`src/kvtio_pkg.sv`:
```
package kvtio_pkg;

    // Fixed field widths of the item ports
    localparam int OP_W     = 3;
    localparam int TOKEN_W  = 64;
    localparam int IDX_W    = 4;
    localparam int STATUS_W = 2;
    localparam int COUNT_W  = 5;

    // Operation codes
    localparam logic [OP_W-1:0] OP_INSERT     = 3'd0;
    localparam logic [OP_W-1:0] OP_REMOVE     = 3'd1;
    localparam logic [OP_W-1:0] OP_FIND_KEY   = 3'd2;
    localparam logic [OP_W-1:0] OP_FIND_VALUE = 3'd3;
    localparam logic [OP_W-1:0] OP_FIND_INDEX = 3'd4;

    // Result status codes
    localparam logic [STATUS_W-1:0] ST_OK        = 2'd0;
    localparam logic [STATUS_W-1:0] ST_DUPLICATE = 2'd1;
    localparam logic [STATUS_W-1:0] ST_NOT_FOUND = 2'd2;
    localparam logic [STATUS_W-1:0] ST_FULL      = 2'd3;

    // Input item
    typedef struct packed {
        logic [OP_W-1:0]    operation;
        logic [TOKEN_W-1:0] key_in;
        logic [TOKEN_W-1:0] value_in;
        logic [IDX_W-1:0]   index_in;
    } kvtio_req_t;

    // Result item
    typedef struct packed {
        logic [STATUS_W-1:0] status;
        logic [TOKEN_W-1:0]  key_out;
        logic [TOKEN_W-1:0]  value_out;
        logic [IDX_W-1:0]    index_out;
        logic [COUNT_W-1:0]  count_out;
    } kvtio_res_t;

    // Controller to datapath commands
    typedef struct packed {
        logic load;     // capture the request, clear the scan flags
        logic issue;    // read the next table slot
        logic renum;    // the current scan renumbers the insertion indices
        logic commit;   // apply insert/remove, register the result
    } kvtio_cmd_t;

    // Datapath to controller status
    typedef struct packed {
        logic scan_last;   // slot being read is the last one
        logic need_renum;  // remove hit a record
    } kvtio_sts_t;

endpackage

```
`src/kvtio_ctrl.sv`:
```
module kvtio_ctrl (
    input  logic                 clk,
    input  logic                 rst_n,
    input  logic                 start,
    input  kvtio_pkg::kvtio_sts_t sts,
    output logic                 busy,
    output logic                 done,
    output kvtio_pkg::kvtio_cmd_t ctl
);
    import kvtio_pkg::*;

    typedef enum logic [2:0] {
        S_IDLE,
        S_SCAN,
        S_DRAIN,
        S_DECIDE,
        S_RENUM,
        S_RDRAIN
    } state_t;

    state_t state_reg, state_next;
    logic   done_reg, done_next;

    // Next state and commands
    always_comb
    begin
        state_next = state_reg;
        done_next  = 1'b0;
        ctl        = '0;
        case (state_reg)
            S_IDLE:
            begin
                if (start)
                begin
                    ctl.load   = 1'b1;
                    state_next = S_SCAN;
                end
            end
            S_SCAN:
            begin
                ctl.issue = 1'b1;
                if (sts.scan_last)
                begin
                    state_next = S_DRAIN;
                end
            end
            S_DRAIN:
            begin
                state_next = S_DECIDE;
            end
            S_DECIDE:
            begin
                ctl.commit = 1'b1;
                if (sts.need_renum)
                begin
                    state_next = S_RENUM;
                end
                else
                begin
                    done_next  = 1'b1;
                    state_next = S_IDLE;
                end
            end
            S_RENUM:
            begin
                ctl.issue = 1'b1;
                ctl.renum = 1'b1;
                if (sts.scan_last)
                begin
                    state_next = S_RDRAIN;
                end
            end
            S_RDRAIN:
            begin
                done_next  = 1'b1;
                state_next = S_IDLE;
            end
            default:
            begin
                state_next = S_IDLE;
            end
        endcase
    end

    // State and strobe registers
    always_ff @(posedge clk or negedge rst_n)
    begin
        if (!rst_n)
        begin
            state_reg <= S_IDLE;
            done_reg  <= 1'b0;
        end
        else
        begin
            state_reg <= state_next;
            done_reg  <= done_next;
        end
    end

    assign busy = (state_reg != S_IDLE);
    assign done = done_reg;

endmodule

```
`src/kvtio_datapath.sv`:
```
module kvtio_datapath #(
    parameter int ENTRIES    = 16,
    parameter int TOKEN_BITS = 64
) (
    input  logic                  clk,
    input  logic                  rst_n,
    input  kvtio_pkg::kvtio_cmd_t ctl,
    input  kvtio_pkg::kvtio_req_t request,
    output kvtio_pkg::kvtio_sts_t sts,
    output kvtio_pkg::kvtio_res_t result
);
    import kvtio_pkg::*;

    localparam int OW = $clog2(ENTRIES);
    localparam int CW = $clog2(ENTRIES + 1);
    localparam int XW = OW + IDX_W;

    // Captured request
    logic [OP_W-1:0]       op_reg;
    logic [TOKEN_BITS-1:0] key_reg;
    logic [TOKEN_BITS-1:0] val_reg;
    logic [IDX_W-1:0]      idx_reg;

    // Record store
    logic [TOKEN_BITS-1:0] key_mem [ENTRIES];
    logic [TOKEN_BITS-1:0] val_mem [ENTRIES];
    logic [OW-1:0]         ord_mem [ENTRIES];
    logic [ENTRIES-1:0]    valid_reg;
    logic [CW-1:0]         count_reg, count_next;

    // Scan pipeline
    logic [OW-1:0]         rd_addr_reg;
    logic [OW-1:0]         slot_q_reg;
    logic                  live_reg;
    logic                  renum_live_reg;
    logic                  valid_q_reg;
    logic [TOKEN_BITS-1:0] key_q_reg;
    logic [TOKEN_BITS-1:0] val_q_reg;
    logic [OW-1:0]         ord_q_reg;

    // Scan results
    logic                  found_reg;
    logic [OW-1:0]         hit_slot_reg;
    logic [TOKEN_BITS-1:0] hit_key_reg;
    logic [TOKEN_BITS-1:0] hit_val_reg;
    logic [OW-1:0]         hit_ord_reg;
    logic                  free_found_reg;
    logic [OW-1:0]         free_slot_reg;

    kvtio_res_t            res_reg, res_next;

    logic                  key_hit, val_better, ord_hit, take;
    logic [XW-1:0]         ord_ext, idx_ext, hit_ord_ext;
    logic                  ins_ok, rem_ok, renum_we, ord_we;
    logic [OW-1:0]         ord_waddr, ord_wdata;
    logic [CW+COUNT_W-1:0] cnt_ext;

    // Request capture
    always_ff @(posedge clk)
    begin
        if (ctl.load)
        begin
            op_reg  <= request.operation;
            key_reg <= request.key_in[TOKEN_BITS-1:0];
            val_reg <= request.value_in[TOKEN_BITS-1:0];
            idx_reg <= request.index_in;
        end
    end

    // Read address counter and pipeline control
    always_ff @(posedge clk or negedge rst_n)
    begin
        if (!rst_n)
        begin
            rd_addr_reg    <= '0;
            live_reg       <= 1'b0;
            renum_live_reg <= 1'b0;
        end
        else
        begin
            if (ctl.load || ctl.commit)
            begin
                rd_addr_reg <= '0;
            end
            else if (ctl.issue)
            begin
                rd_addr_reg <= rd_addr_reg + OW'(1);
            end
            live_reg       <= ctl.issue;
            renum_live_reg <= ctl.issue && ctl.renum;
        end
    end

    // Registered slot read
    always_ff @(posedge clk)
    begin
        slot_q_reg  <= rd_addr_reg;
        valid_q_reg <= valid_reg[rd_addr_reg];
        key_q_reg   <= key_mem[rd_addr_reg];
        val_q_reg   <= val_mem[rd_addr_reg];
        ord_q_reg   <= ord_mem[rd_addr_reg];
    end

    // Match tests on the slot just read
    assign ord_ext     = XW'(ord_q_reg);
    assign idx_ext     = XW'(idx_reg);
    assign hit_ord_ext = XW'(hit_ord_reg);
    assign key_hit     = valid_q_reg && (key_q_reg == key_reg);
    assign val_better  = valid_q_reg && (val_q_reg == val_reg)
                         && (!found_reg || (key_q_reg < hit_key_reg));
    assign ord_hit     = valid_q_reg && (ord_ext == idx_ext);

    always_comb
    begin
        take = 1'b0;
        if (live_reg && !renum_live_reg)
        begin
            case (op_reg)
                OP_INSERT, OP_REMOVE, OP_FIND_KEY: take = key_hit && !found_reg;
                OP_FIND_VALUE:                     take = val_better;
                OP_FIND_INDEX:                     take = ord_hit && !found_reg;
                default:                           take = 1'b0;
            endcase
        end
    end

    // Scan flags
    always_ff @(posedge clk or negedge rst_n)
    begin
        if (!rst_n)
        begin
            found_reg      <= 1'b0;
            free_found_reg <= 1'b0;
        end
        else if (ctl.load)
        begin
            found_reg      <= 1'b0;
            free_found_reg <= 1'b0;
        end
        else
        begin
            if (take)
            begin
                found_reg <= 1'b1;
            end
            if (live_reg && !renum_live_reg && !valid_q_reg && !free_found_reg)
            begin
                free_found_reg <= 1'b1;
            end
        end
    end

    // Matched record and first free slot
    always_ff @(posedge clk)
    begin
        if (take)
        begin
            hit_slot_reg <= slot_q_reg;
            hit_key_reg  <= key_q_reg;
            hit_val_reg  <= val_q_reg;
            hit_ord_reg  <= ord_q_reg;
        end
        if (live_reg && !renum_live_reg && !valid_q_reg && !free_found_reg)
        begin
            free_slot_reg <= slot_q_reg;
        end
    end

    // Commit decisions and order write port
    assign ins_ok    = ctl.commit && (op_reg == OP_INSERT) && !found_reg && free_found_reg;
    assign rem_ok    = ctl.commit && (op_reg == OP_REMOVE) && found_reg;
    assign renum_we  = renum_live_reg && valid_q_reg && (ord_q_reg > hit_ord_reg);
    assign ord_we    = ins_ok || renum_we;
    assign ord_waddr = ins_ok ? free_slot_reg : slot_q_reg;
    assign ord_wdata = ins_ok ? count_reg[OW-1:0] : (ord_q_reg - OW'(1));

    always_ff @(posedge clk)
    begin
        if (ins_ok)
        begin
            key_mem[free_slot_reg] <= key_reg;
            val_mem[free_slot_reg] <= val_reg;
        end
        if (ord_we)
        begin
            ord_mem[ord_waddr] <= ord_wdata;
        end
    end

    // Record count
    always_comb
    begin
        count_next = count_reg;
        if (ins_ok)
        begin
            count_next = count_reg + CW'(1);
        end
        else if (rem_ok)
        begin
            count_next = count_reg - CW'(1);
        end
    end

    always_ff @(posedge clk or negedge rst_n)
    begin
        if (!rst_n)
        begin
            valid_reg <= '0;
            count_reg <= '0;
        end
        else
        begin
            if (ins_ok)
            begin
                valid_reg[free_slot_reg] <= 1'b1;
            end
            else if (rem_ok)
            begin
                valid_reg[hit_slot_reg] <= 1'b0;
            end
            count_reg <= count_next;
        end
    end

    // Result item
    assign cnt_ext = (CW + COUNT_W)'(count_next);

    always_comb
    begin
        res_next           = res_reg;
        res_next.status    = ST_NOT_FOUND;
        res_next.key_out   = '0;
        res_next.value_out = '0;
        res_next.index_out = '0;
        res_next.count_out = cnt_ext[COUNT_W-1:0];
        case (op_reg)
            OP_INSERT:
            begin
                if (found_reg)
                begin
                    res_next.status = ST_DUPLICATE;
                end
                else if (!free_found_reg)
                begin
                    res_next.status = ST_FULL;
                end
                else
                begin
                    // new record takes the count before the insert as its index
                    res_next.status    = ST_OK;
                    res_next.key_out   = TOKEN_W'(key_reg);
                    res_next.value_out = TOKEN_W'(val_reg);
                    res_next.index_out = IDX_W'(count_reg);
                end
            end
            OP_REMOVE, OP_FIND_KEY, OP_FIND_VALUE, OP_FIND_INDEX:
            begin
                if (found_reg)
                begin
                    res_next.status    = ST_OK;
                    res_next.key_out   = TOKEN_W'(hit_key_reg);
                    res_next.value_out = TOKEN_W'(hit_val_reg);
                    res_next.index_out = hit_ord_ext[IDX_W-1:0];
                end
            end
            default:
            begin
                res_next.status = ST_NOT_FOUND;
            end
        endcase
    end

    always_ff @(posedge clk)
    begin
        if (ctl.commit)
        begin
            res_reg <= res_next;
        end
    end

    assign sts.scan_last  = (rd_addr_reg == OW'(ENTRIES - 1));
    assign sts.need_renum = (op_reg == OP_REMOVE) && found_reg;
    assign result         = res_reg;

endmodule

```
`src/key_value_table_with_insert_order_top.sv`:
```
// Key/value table with insertion order: one operation per start, one result per operation.
// An operation makes one scan pass over all slots; a remove that hits adds a renumbering
// pass. Each pass reads one slot per cycle through the single read port of the record store,
// and a new start is accepted only once the previous operation has finished (busy low).
// done is high for exactly one cycle with the result; the receiver cannot stall it.
// Reset (rst_n low, asynchronous) empties the table: all slots invalid, count zero.
module key_value_table_with_insert_order_top #(
    parameter int ENTRIES    = 16,
    parameter int TOKEN_BITS = 64
) (
    input  logic                  clk,
    input  logic                  rst_n,
    input  logic                  start,
    output logic                  busy,
    input  kvtio_pkg::kvtio_req_t request,
    output logic                  done,
    output kvtio_pkg::kvtio_res_t result
);
    import kvtio_pkg::*;

    kvtio_cmd_t ctl;
    kvtio_sts_t sts;

    // Sequencer
    kvtio_ctrl u_ctrl (
        .clk   (clk),
        .rst_n (rst_n),
        .start (start),
        .sts   (sts),
        .busy  (busy),
        .done  (done),
        .ctl   (ctl)
    );

    // Record store and scan logic
    kvtio_datapath #(
        .ENTRIES    (ENTRIES),
        .TOKEN_BITS (TOKEN_BITS)
    ) u_datapath (
        .clk     (clk),
        .rst_n   (rst_n),
        .ctl     (ctl),
        .request (request),
        .sts     (sts),
        .result  (result)
    );

endmodule
```
`config.mk`:
```
export PLATFORM = sky130hd
export DESIGN_NAME = key_value_table_with_insert_order_top
export DESIGN_NICKNAME = d
export VERILOG_FILES = /design/src/kvtio_pkg.sv /design/src/kvtio_ctrl.sv /design/src/kvtio_datapath.sv /design/src/key_value_table_with_insert_order_top.sv
export SDC_FILE = /design/constraint.sdc
export NUM_CORES = 2
export LEC_CHECK = 0
export BUFFER_PORTS_ARGS = -buffer_cell sky130_fd_sc_hd__buf_2
export CORE_ASPECT_RATIO = 1.1
export CORE_MARGIN = 2
export CORE_UTILIZATION = 55
export CTS_BUF_LIST = sky130_fd_sc_hd__clkbuf_4 sky130_fd_sc_hd__clkbuf_8 sky130_fd_sc_hd__clkbuf_16
export DETAILED_ROUTE_END_ITERATION = 8
export PLACE_DENSITY_LB_ADDON = 0.3
export SLEW_MARGIN = 20
export SYNTH_ARGS = -nofsm -noshare
export SYNTH_HDL_FRONTEND = slang
export SYNTH_HIERARCHICAL = 1
export SYNTH_SLANG_ARGS = --single-unit
```
`constraint.sdc`:
```
create_clock -name clk -period 16 [get_ports clk]
set_input_delay 1.6 -clock clk [delete_from_list [all_inputs] [get_ports clk]]
set_output_delay 1.6 -clock clk [all_outputs]
set_load 0.005 [all_outputs]
```
# Word level (Yosys, flattened, before mapping)
# Memory sizes are Yosys's and may differ from the RTL's. A register that Yosys moved wholly into a read port is not among the register bits.
# Index checks and enable logic that the tools add are counted.
dict set report totals {
  mem_bits_ro 0
  latch_bits 0
  ramBits 2112
  elab_cells 139
  mem_count 3
  in_bits 138
  output_inout_bits 141
  ff_bits 452
}
dict set report op_classes {
  n_shift 0
  eq_ne 16
  reduce_logical 38
  multipliers 0
  order_cmp 7
  muxes 43
  bitwise_logic 3
  n_div 0
  n_addsub 4
}
# memory depth word_bits rd rd_ports_with_merged_regs write_ports line_no
set mem_list {}
lappend mem_list {u_datapath.key_mem 16 64 1 1 1 kvtio_datapath.sv:25} ;# logic [TOKEN_BITS-1:0] key_mem [ENTRIES];
lappend mem_list {u_datapath.val_mem 16 64 1 1 1 kvtio_datapath.sv:26} ;# logic [TOKEN_BITS-1:0] val_mem [ENTRIES];
lappend mem_list {u_datapath.ord_mem 16 4 1 1 1 kvtio_datapath.sv:27} ;# logic [OW-1:0] ord_mem [ENTRIES];
# cell n
set op_table {}
lappend op_table {{2-to-1 mux 132 bit} 2}
lappend op_table {{one-hot mux 132 bit (2 select lines)} 1}
lappend op_table {{2-to-1 mux 134 bit} 1}
lappend op_table {{equality test 64 bit} 2}
lappend op_table {{less-than comparator 64 bit} 1}
lappend op_table {{2-to-1 mux 16 bit} 2}
lappend op_table {{logical AND 1 bit} 20}
lappend op_table {{2-to-1 mux 1 bit} 18}
lappend op_table {{bitwise AND 16 bit} 1}
lappend op_table {{2-to-1 mux 4 bit} 4}
lappend op_table {{inverter 16 bit} 1}
lappend op_table {{bitwise OR 16 bit} 1}
lappend op_table {{less-than comparator 4 x 5 -> 1 bit (second input constant)} 3}
lappend op_table {{one-hot mux 3 bit (5 select lines)} 1}
lappend op_table {{equality test 3 x 2 -> 1 bit (second input constant)} 4}
lappend op_table {{2-to-1 mux 3 bit} 4}
lappend op_table {{2-to-1 mux 5 bit} 2}
lappend op_table {{equality test 3 bit (second input constant)} 3}
lappend op_table {{demux 1 bit (select 4 bit)} 2}
lappend op_table {{greater-or-equal comparator 4 x 1 -> 1 bit (second input constant)} 2}
lappend op_table {{nonzero test 2 bit} 4}
lappend op_table {{equality test 3 x 1 -> 1 bit (second input constant)} 2}
lappend op_table {{logical NOT 3 bit} 2}
lappend op_table {{inequality test 2 bit (second input constant)} 3}
lappend op_table {{19 further kinds} 25}

# Logic depth before layout (Yosys ltp)
dict set report depth {
  ltp_word 8
  depth_mapped 10
  mapped_depth_nobuf 10
}

# Modules after synthesis
# Netlist, hierarchy kept.
# module cells_per_inst seq_area_each_um2 n_inst area_each_um2
set modules_own_cells {}
lappend modules_own_cells {kvtio_datapath 4243 79321.1 1 100247.4}
lappend modules_own_cells {kvtio_ctrl 26 100.1 1 261.5}

# Least setup slack after synthesis
# Ideal clock, no wire load.
dict set report synth_path {
  kind {reg-to-reg}
  start {register u_ctrl.state_reg[2]}
  end {memory u_datapath.key_mem[1][0], enable pin}
  path_stages_with_launch 7
  slack_ns 3.547
  period_less_slack_ns 12.453
  required_ns 15.226
  setup_ns 0.774
  arrival_time_ns 11.678
  n_path_buf 1
  path_cell_list {dfrtp_1 > buf_4 > and3b_2 > nand2_1 > nor2_1 > nand2_1 > nor3_1}
}
# item line_no
set synth_lines {}
lappend synth_lines {{from (decl)} kvtio_ctrl.sv:21} ;# state_t state_reg, state_next;
lappend synth_lines {{from (signal assigned)} kvtio_ctrl.sv:95} ;# state_reg <= state_next;
lappend synth_lines {{to (decl)} kvtio_datapath.sv:25}

==> impl_results.md <==
- Clk Latency, worst-skew pair: about 930 ps
- Post-synth top area share: around three quarters
- Clock Power Share: about a third
- Highest clock rate: about 170 MHz
- Syn nets: ~4500
- FF+latch area: 79400 um^2
- Post-route DRC: 0
- TritonCTS Buffers: ~280
- Int Pwr: between 10 and 15 mW
- FF-to-FF Start: u_ctrl/state_reg[2]
- Cells on worst reg2reg path: 7
- Post-Route WL: about 250000 um
- Critical path fanouts, max: around 100
- Critical Path, Cell by Cell: and3b_4, buf_12, and2_1, nand3b_1, nor2_4, buf_4, buf_4
- Average cell area after synthesis: between 20 and 25 um^2
- Worst EP required: around 17000 ps
- Min-delay worst type: reg2reg
- GRT Overall Usage: about a quarter
- Number of global-route vias before repair: 48100
- Clock slew seen by the registers of the worst setup and hold paths: ~60 ps
- Drt first pass iters: 5
- Syn-to-layout area delta: 13.5%
- Cell Area, Synth: approximately 100000 um^2
- Top layer in use: met5
- Sequential area share after synthesis: around four fifths
- N_diodes: 0
- Gate power share: between 10% and 20%
- Crit end category: flop
- Status: complete, no violations
- Minimum clock period: slightly below 6000 ps
- RSZ-0062 raised after global routing: no
- HPWL after DPL: 126000 um
- Fin crit share: between 30% and 40%
- Pwr dens: roughly 160 nW/um^2
- GPL Wtd Cong: just under 0.8
- Post-Syn Instances: 4269
- Met3 wire length: 22900 um
- DR WL met2: around 120000 um
- Synth area leader: edfxtp_1
- Yosys cell types: between 50 and 60
- Initial Utilization: 55.3%
- Largest net degree at the start of global routing: approximately 140
- Final Instance Area: around 110000 um^2
- Area after DPL: 105000 um^2
- Critical Path Start Type: flop
- MaxCap Viol Count: 0
- Die W: slightly above 400 um
- # rows: ~160
- Core area: about 180000 um^2
- Average wire per standard cell: between 30 and 40 um
- Most used flip-flop cell after synthesis: edfxtp_1
- Die Y: roughly 450 um
- Setup Skew: roughly 57 ps
- Final setup TNS: 0 ps
- Multi-input gate area: ~20000 um^2
- Worst Path Arrival: between 6000 and 7000 ps
- Critical Path Max Stage Delay: 940 ps
- Initial DRC count: 6453
- Port Buffers: ~280
- Final ANT Viol Nets: 0
- Gr ovfl total: 0
- Switching share of power: about a quarter
- Post-DR vias/cell: between 6 and 7
- CTS Hold Buffers Added: 0
- First-pass GRT wire length: 349000 um
- Flops & latches, synth: around 2700
- Worst Tran Pin Value: around 1200 ps
- R2R Path End: u_datapath/key_mem[6][45]
- IO Count: ~280
- Ranking of synthesized cells by area: edfxtp_1 75%, mux4_2 15%, dfxtp_1 2.7%, a22o_1 1.2%, xor2_1 1.0%
- Post-CTS Resized: 0
- VDD IR max: 0.153 mV
- Worst Setup EP: u_datapath/key_mem[6][45]
- Static leakage: about 37 nW
- Antenna violations before repair: 21
- CP Launch Point: u_ctrl/state_reg[2]
- Asr flop ratio synth: approximately 1.2%
- Setup Fix Bufs, Post-CTS: 0
- Via count: 47900
- Final setup violation count: 0
- Top cell by count, worst path: buf_4
- Net Switching: 4.83 mW
- Slew Viols, Final: 0
- Layout cells sized above 1: between 30% and 40%
- CTS tree: built
- Post-synth EDFFs: ~2500
- DIE AREA: about 190000 um^2
- DRT met1 WL: 93100 um
- Worst setup path class: reg2reg
- Filler cell count: 11900
- Root buf cell: clkbuf_16
- Reg power frac: 46.6%
- Final #Nets: 4928
- Relative slew slack: a little over a fifth
- Clk sinks: approximately 2700
- YS warnings: 6
- Final core utilization: approximately 63%
- Final Hold Viols: 0
- H-Tree Depth: 5
- R2R setup slack: ~10000 ps
- Crit-path slowest cell: and3b_4
- CTS max path bufs: 4
[area by class of cell]
| class | count | share of cell area (%) |
|---|---|---|
| clock inverter | 105 | 0.807 |
| sequential | 2696 | 69.6 |
| clock buffer | 383 | 7.12 |
| timing repair buffer | 354 | 1.89 |
| tap | 2407 | 2.64 |
| inverter | 76 | 0.250 |
| multi-input combinational | 1310 | 17.7 |
[kinds of logic after synthesis]
| kind of cell | after synthesis | share of synthesized area [%] |
|---|---|---|
| flops | 2696 | 79.0 |
| mux | 668 | 14.9 |
| buf+inv | 263 | 1.06 |
| compound gates | 228 | 1.80 |
| simple gates | 201 | 1.08 |
| xor+xnor | 142 | 1.24 |
| fa+ha+maj | 71 | 0.884 |
[layer usage]
layer  up-vias  global-route usage [%]
li1      19000                       -
met1     25600                    37.2
met2      2842                    43.0
met3       440                    4.89
met4        14                    7.86
met5         -                       0
[synth_stat cells (all sizes together), types with 6 or more instances]
master and count:
o21ai 10, nor2 53, a21oi 30, nand4 23, nand3 15, a31oi 7
a21o 10, inv 76, nand2b 6, ha 71, edfxtp 2526, nor3 19
mux4 665, nor4 31, a22o 132, clkbuf 118, a211oi 7, o22a 12
buf 69, nand2 26, dfrtp 33, xnor2 27, xor2 115, dfxtp 137
[placed cells by master, fill, tap and decap left out, types with 4 or more instances in the layout]
cell type   netlist  final
edfxtp_1       2526   2526
mux4_2          665    665
clkbuf_16         0    292
buf_2            48    278
dfxtp_1         137    137
a22o_1          132    132
xor2_1          115    115
inv_1            76     76
ha_1             71     71
clkbuf_4          0     69
buf_4             2     60
nor2_1           52     40
clkinv_2          0     39
clkinv_1          0     34
nor4_1           31     31
dfrtp_1          33     29
a21oi_1          30     28
xnor2_1          27     27
nand2_1          26     26
nand4_1          23     23
clkbuf_8          0     22
buf_12            0     16
bufinv_16         0     15
nand3_1          15     15
nor3_1           16     14
nor2_4            0     13
o22a_1           12     12
a21o_1           10     10
clkinvlp_4        0      9
o21ai_0          10      9
a31oi_1           7      7
a211oi_1          7      7
nand2b_1          6      6
and2_1            4      4
or3_1             4      4
nor2b_1           4      4
o32a_1            4      4
dfrtp_4           0      4
[per-stage QoR]
stage	hold slack, ps	instances	power, mW	worst slack [ps]
floorplan	342	4269	11.3	3550
global placement	433	6842	12.4	10100
detailed placement	436	6843	12.5	10000
CTS	451	7331	18.8	9930
global route	451	7331	19.3	9770
finish	447	7331	18.7	10090
[how the worst min path moves through the flow]
stage | startpoint | to | slack (ps) | cells past startpoint
3_3_place_gp | u_datapath/val_q_reg[13] | u_datapath/hit_val_reg[13] | 430 | 0
6_report | u_datapath/val_q_reg[45] | u_datapath/hit_val_reg[45] | 450 | 0
3_5_place_dp | u_datapath/val_q_reg[56] | u_datapath/hit_val_reg[56] | 440 | 0
2_1_floorplan | u_datapath/rd_addr_reg[3] | u_datapath/slot_q_reg[3] | 340 | 0
4_1_cts | u_datapath/val_q_reg[56] | u_datapath/hit_val_reg[56] | 450 | 0
5_1_grt | u_datapath/val_q_reg[56] | u_datapath/hit_val_reg[56] | 450 | 0
[worst max-delay path: cells and delay by family (launching register included)]
| kind | cells | cell delay [ps] |
|---|---|---|
| buf+inv | 3 | 2130 |
| flops | 1 | 490 |
| simple gates | 4 | 2680 |
[power by group through the flow]
stage	clock (mW)	combinational, mW	sequential [mW]
after floorplan	0	2.74	8.56
after global placement	0	3.59	8.82
after detailed placement	0	3.62	8.83
after CTS	6.46	3.65	8.69
after global routing	6.73	3.81	8.73
final	6.38	3.60	8.69
Power figures use the tool's default switching activity.
